===== src/rtl/routing_congestion_accumulator_defines.svh =====
// ---------------------------------------------------------------------------
// routing congestion accumulator assertion macros
// shared check macros, clocked on clk and disabled during reset
// ---------------------------------------------------------------------------
`ifndef ROUTING_CONGESTION_ACCUMULATOR_DEFINES_SVH
`define ROUTING_CONGESTION_ACCUMULATOR_DEFINES_SVH

// same-cycle implication
`define RCACC_ASSERT_IMP(lbl, ante, cons) \
	lbl: assert property (@(posedge clk) disable iff (!arst_n) (ante) |-> (cons)) \
		else $error("rcacc check failed");

// next-cycle implication
`define RCACC_ASSERT_NXT(lbl, ante, cons) \
	lbl: assert property (@(posedge clk) disable iff (!arst_n) (ante) |=> (cons)) \
		else $error("rcacc check failed");

`endif


===== src/rtl/rcacc_pkg.sv =====
// ---------------------------------------------------------------------------
// rcacc_pkg
// types and codes shared by the congestion accumulator modules
// ---------------------------------------------------------------------------
package rcacc_pkg;

	localparam int COORD_W   = 24;
	localparam int STEP_W    = 16;
	localparam int CNT_W     = 16;
	localparam int TOT_W     = 32;
	localparam int CFG_W     = 24;
	localparam int CFG_IDX_W = 3;
	localparam int DIV_CNT_W = 5;

	typedef enum logic [1:0] {
		CMD_ADD    = 2'd0,
		CMD_REPORT = 2'd1,
		CMD_CLEAR  = 2'd2
	} cmd_t;

	typedef enum logic [1:0] {
		STS_OK      = 2'd0,
		STS_DIAG    = 2'd1,
		STS_OUTSIDE = 2'd2
	} status_t;

	typedef enum logic [CFG_IDX_W-1:0] {
		REG_H_CAP    = 3'd0,
		REG_V_CAP    = 3'd1,
		REG_RAW      = 3'd2,
		REG_ORIGIN_L = 3'd3,
		REG_ORIGIN_B = 3'd4,
		REG_X_STEP   = 3'd5,
		REG_Y_STEP   = 3'd6
	} reg_idx_t;

	typedef enum logic [3:0] {
		S_INIT,
		S_IDLE,
		S_MAP,
		S_MAP_WAIT,
		S_CHECK,
		S_ADDR,
		S_RD,
		S_WR,
		S_RPT,
		S_RPT_END,
		S_CLR,
		S_DONE
	} fsm_t;

	// signed bin index in sign and magnitude form (never minus zero)
	typedef struct packed {
		logic               neg;
		logic [COORD_W-1:0] mag;
	} bin_t;

endpackage


===== src/rtl/rcacc_div.sv =====
// ---------------------------------------------------------------------------
// rcacc_div
// raw coordinate to bin mapper, floor((coord - origin) / step), one bit a cycle
// ---------------------------------------------------------------------------
module rcacc_div import rcacc_pkg::*; (
	input  logic               clk,
	input  logic               arst_n,
	input  logic               start,
	input  logic [COORD_W-1:0] coord,
	input  logic [COORD_W-1:0] origin,
	input  logic [STEP_W-1:0]  step,
	output logic               done,
	output bin_t               res
);

	localparam logic [DIV_CNT_W-1:0] DIV_LAST = DIV_CNT_W'(COORD_W - 1);

	logic                 busy_q;
	logic                 done_q;
	logic [DIV_CNT_W-1:0] cnt_q;
	logic [COORD_W-1:0]   quo_q;
	logic [STEP_W-1:0]    rem_q;
	logic [STEP_W-1:0]    den_q;
	logic                 neg_q;
	logic [STEP_W:0]      trial;
	logic [STEP_W:0]      diff;
	logic                 fits;

	assign trial = {rem_q, quo_q[COORD_W-1]};
	assign diff  = trial - {1'b0, den_q};
	assign fits  = trial >= {1'b0, den_q};

	always_ff @(posedge clk or negedge arst_n) begin
		if (!arst_n) begin
			busy_q <= 1'b0;
			done_q <= 1'b0;
			cnt_q  <= '0;
		end else begin
			done_q <= 1'b0;
			if (start) begin
				busy_q <= 1'b1;
				cnt_q  <= '0;
			end else if (busy_q) begin
				cnt_q <= cnt_q + 1'b1;
				if (cnt_q == DIV_LAST) begin
					busy_q <= 1'b0;
					done_q <= 1'b1;
				end
			end
		end
	end

	always_ff @(posedge clk) begin
		if (start) begin
			neg_q <= coord < origin;
			quo_q <= (coord < origin) ? origin - coord : coord - origin;
			rem_q <= '0;
			den_q <= (step == '0) ? STEP_W'(1) : step;
		end else if (busy_q) begin
			quo_q <= {quo_q[COORD_W-2:0], fits};
			rem_q <= fits ? diff[STEP_W-1:0] : trial[STEP_W-1:0];
		end
	end

	// negative distance rounds toward minus infinity
	assign done    = done_q;
	assign res.neg = neg_q;
	assign res.mag = neg_q ? quo_q + COORD_W'(rem_q != '0) : quo_q;

endmodule


===== config.mk =====
export PLATFORM = sky130hd
export DESIGN_NAME = rcacc_div
export DESIGN_NICKNAME = d
export VERILOG_FILES = /design/src/rtl/routing_congestion_accumulator_defines.svh /design/src/rtl/rcacc_pkg.sv /design/src/rtl/rcacc_div.sv
export SDC_FILE = /design/constraint.sdc
export NUM_CORES = 1
export LEC_CHECK = 0
export ABC_AREA = 1
export BUFFER_PORTS_ARGS = -buffer_cell sky130_fd_sc_hd__buf_2
export CORE_MARGIN = 5
export CORE_UTILIZATION = 40
export CTS_CLUSTER_SIZE = 10
export DETAILED_ROUTE_END_ITERATION = 16
export GPL_TIMING_DRIVEN = 0
export SETUP_SLACK_MARGIN = 0.15
export SYNTH_ARGS = -nofsm -noshare
export SYNTH_HDL_FRONTEND = slang
export SYNTH_SLANG_ARGS = --single-unit

===== constraint.sdc =====
create_clock -name clk -period 1.9 [get_ports clk]
set_input_delay 0.095 -clock clk [delete_from_list [all_inputs] [get_ports clk]]
set_output_delay 0.095 -clock clk [all_outputs]
set_load 0.005 [all_outputs]

Yosys cells after proc, flatten, opt, wreduce, memory -nomap -nowiden. Index checks and enable logic that the tools add are counted.

Muxes and demuxes: 13. Reductions and logical operators: 3. Add/sub/neg operators: 5. Bitwise operators: 0. Multiply operators: 0. $lt $le $gt $ge: 2. Shift-type cells: 0. Divide/modulo/power cells: 0. Eq/ne operators: 1.

Operators by type and width (number): $mux 24 (4); $sub 24x24->24 (2); $add 24x1->24 (1); $lt 24x24->1 (1); $ge 17x16->1 (1); $logic_not 16->1 (1); $mux 16 (1); $reduce_bool 16->1 (1); $sub 16x16->16 (1); $mux 5 (2); $mux 1 (6); $add 5x1->5 const B (1); $eq 5x5->1 const B (1); $reduce_bool 2->1 (1).

Memory bits (writable): 0. Latch bits: 0. Input bits: 67. Memories: 0. Bits in registers: 64. Word-level logic and storage cells: 31. Bits in read-only memories: 0.

Longest topological paths before layout.
Depth after elaboration: 4. Gate-level depth with buffers: 17. Mapped depth without buffers: 16.

Least setup slack after synthesis. No wires, ideal clock.

Kind: reg-to-reg. Start point: register quo_q[23]. End point: register rem_q[10]. Cell stages (with the launch flop): 14. Data arrival time: 1.871 ns. Data required time: 1.763 ns. Setup slack: -0.108 ns. Library setup time: 0.137 ns. Cell sequence: edfxtp_1 -> inv_1 -> ha_1 -> fa_1 -> o21ai_0 -> nand2_1 -> nand2_1 -> nand2_1 -> nand2_1 -> nand2_1 -> nand2_1 -> nand2_1 -> nand3_1 -> o21ai_1.

Longest elaborated chain between the ends: 2.

RTL lines: from (decl) (RTL line rcacc_div.sv:21) `logic [COORD_W-1:0] quo_q;`; from (signal assigned) (RTL line rcacc_div.sv:56) `quo_q <= (coord < origin) ? origin - coord : coord - origin;`; from (signal assigned) (RTL line rcacc_div.sv:60) `quo_q <= {quo_q[COORD_W-2:0], fits};`; $sub 16x16->16 or $ge 17x16->1 (tied branches) (RTL line rcacc_div.sv:30, rcacc_div.sv:31); $mux 16 * (RTL line rcacc_div.sv:61) `rem_q <= fits ? diff[STEP_W-1:0] : trial[STEP_W-1:0];`; to (signal assigned) (RTL line rcacc_div.sv:61); to (decl) (RTL line rcacc_div.sv:22) `logic [STEP_W-1:0] rem_q;`.

Every way passes the cells marked *; elsewhere a longest branch is shown, timed or not. A chain may end at the register's enable or synchronous reset.

==> metrics.md <==
| Metric | Value |
|---|---|
| Vias in the first global route | 7678 |
| Library cells used by synthesis | 49 |
| Number of synthesized flops with an enable pin | 41 |
| First-pass GRT wire length | 36.7 mm |
| Leakage | 6.03 nW |
| CTS Buffer Depth | 2 |
| Peak VDD IR | 0.000653 V |
| Number of routed nets with antenna violations | 0 |
| Initial core utilization | 0.407 |
| Clk_skew | 6.93 ps |
| Initial antenna violation count | 0 |
| Post-detail-place hpwl | 18.3 mm |
| Via count | 8323 |
| Max_cap viols | 0 |
| Clock slew at reported path FFs | 60 ps |
| RSZ-0062 raised after global routing | true |
| # port buffers | 92 |
| Syn_area_per_cell | 6.11 µm² |
| Nets@finish | 1605 |
| Critical Path Slowest Stage Cell | dfxtp_4 |
| Clk_lat worst skew | 330 ps |
| Mapped Cells | 1300 |
| CP cell instances | nor4_4 > nand4_1 > ha_2 > ha_4 > and3_4 > nand2_4 > nor2_4 > nand2_4 > nor2_4 > nand2_4 > buf_6 > nor2_2 > xor2_1 > buf_2 |
| Failing checks | negative setup slack |
| Via density | 4.79 |
| Crit path max fanout | 4 |
| Pre-CTS setup slack | -703 ps |
| CTS tree | yes |
| Commonest non-fill, non-tap cell in the layout | nand2_1 |
| Crit path max-delay family | simple AND/OR/NAND/NOR gates |
| #FFs+latches synth | 64 |
| Post-synthesis async set-or-reset flop share | 0.109 |
| Relative slew slack | 0.480 |
| Root Driver | clkbuf_16 |
| CP Capture Type | output port |
| YS warnings | 0 |
| Post-route setup slack | -823 ps |
| Max-slew violations | 0 |
| GRT overflow | 0 |
| Most frequent cells in the layout | nand2_1 (440), inv_1 (221), buf_2 (92), nand2_2 (64), nand3_1 (49) |
| Placer Congestion | 0.911 |
| Most frequent CP cell | nand2_4 |
| Final routed DRC violation total | 0 |
| Initial DRT Pass Iterations | 5 |
| Post-Layout Cell Count | 1739 |
| Largest stage delay on the critical path | 360 ps |
| Final hold vios | 0 |
| GRT Util Overall | 0.203 |
| Largest net degree at the start of global routing | 34 |
| Worst Setup Start Kind | flop |
| Crit Path Class | flop to output port |
| Setup violations, final | 41 |
| Outcome | finished, violations left |
| Core ar. | 19500 µm² |
| Worst Tran Pin Value | 773 ps |
| Area leader, netlist | nand2_1 |
| Hold WC Path Type | primary input to flop |
| Sequential-to-total area share from yosys stat | 0.217 |
| WP data required | 1800 ps |
| Achievable Freq | 367 MHz |
| I/O pin count | 93 |
| Dominant synthesized flop cell | edfxtp_1 |
| Synthesized area | 7940 µm² |
| R2R Setup Slk | -210 ps |
| Top-area cell type share of the netlist area | 0.247 |
| Post-Syn Nets | 1436 |
| Final Core Density | 0.566 |
| Dpl cells | 1657 |
| Die X | 151 µm |
| WP buf/inv | 2 |
| Minimum clock period | 2720 ps |
| Synth top area cells | nand2_1 (25%), edfxtp_1 (16%), inv_1 (11%) |
| N_diodes | 0 |
| Pwr dens | 943 nW/µm² |
| Area growth syn-to-layout | 39.1% |
| Layout cells sized above 1 | 0.322 |
| Clk sink count | 64 |
| H-tree levels | 3 |
| # rows | 51 |
| Full die area | 22800 µm² |
| DRT Wirelength | 23.8 mm |
| DRT iter0 DRCs | 377 |
| CP arrival | 2630 ps |
| Drt wl/cell | 13.7 µm |
| Clock buffer count from CTS | 9 |
| Die Y | 151 µm |
| Tcrit/Tclk final | 1.43 |
==> registers in the layout, indices dropped and copies added (netlist names) <==
| register | flops |
|---|---|
| quo_q | 24 |
| busy_q | 1 |
| done | 1 |
| rem_q | 16 |
| neg_q | 1 |
| den_q | 16 |
| cnt_q | 5 |
==> layout make-up <==
type                    instances  area (µm²)
clock inverters                 3        42.5
repair buffers                158        1190
well taps                     265         332
fillers                      1938        8480
flip-flops and latches         64        1770
multi-input cells             947        6200
plain buffers                  42         325
clock buffers                  13         240
inverters                     247         950
==> cells in the mapped netlist, types with 2 or more instances <==
cell / count
a21o_1: 2
a21oi_1: 37
a21oi_2: 2
buf_2: 10
buf_4: 3
buf_6: 6
clkbuf_1: 18
clkbuf_2: 5
clkinv_1: 3
dfrtp_1: 7
dfxtp_1: 16
edfxtp_1: 41
fa_1: 3
ha_1: 66
inv_1: 237
inv_2: 6
nand2_1: 523
nand2_2: 11
nand2_4: 6
nand3_1: 85
nand3_2: 2
nand3_4: 3
nand3b_1: 8
nand4_1: 19
nor2_1: 59
nor2_2: 10
nor2_4: 3
nor3_1: 10
nor3_4: 2
nor4_1: 9
o21ai_0: 15
o21ai_1: 4
xnor2_1: 17
xor2_1: 37
==> layer usage <==
metal	track usage	wire length, µm	up-vias
met1	0.262	10500	3784
met4	0.0730	703	0
li1	-	-	4316
met5	0	0	-
met2	0.351	11700	184
met3	0.0218	910	39
==> final timing paths <==
check	startpoint	endpoint	cells after the start
worst min-delay path	step[15]	den_q[15]	2
max in group asynchronous	arst_n	cnt_q[4]	2
worst max register to register	rem_q[13]	rem_q[15]	15
worst min register to register	rem_q[8]	rem_q[8]	2
worst max-delay path	rem_q[14]	res[22]	14
min in group asynchronous	arst_n	cnt_q[3]	2
==> report_power, final <==
part           internal, mW  switching, mW
clock network          1.02          0.604
logic                  2.97           3.50
registers              1.91          0.412
==> stage by stage <==
stage                     total power [mW]  hold WS, ps  setup TNS [ps]  area, µm²
after detailed placement              6.47        -60.0          -20850       8880
after floorplan                       5.32         -201               0       8090
final                                 10.4         26.9          -17720      11000
after global routing                  11.1         29.8          -20320      11000
after CTS                             9.50         18.3          -15040       9960
after global placement                6.45        -61.5          -20700       8880
==> what timing repair did <==
action                     CTS  global route
hold endpoints to repair     7             0
buffers inserted            32            27
pin swaps                   35            81
gates cloned                 4             2
setup endpoints to repair   88            65
hold buffers                 1             0
resized for setup          131           218
==> kinds of logic (layout without fill, tap and decap cells) <==
logic type,Yosys count,after routing,share of synthesized area
and+or+nand+nor,754,754,0.412
xor gates and xnor gates,54,54,0.0596
muxes,1,1,0.00142
adders and majority gates,69,69,0.112
buffers and inverters,289,463,0.146
AOI/OAI and AO/OA,69,69,0.0512
DFF,64,64,0.217
Note: power is estimated with default switching activity, not from simulation.
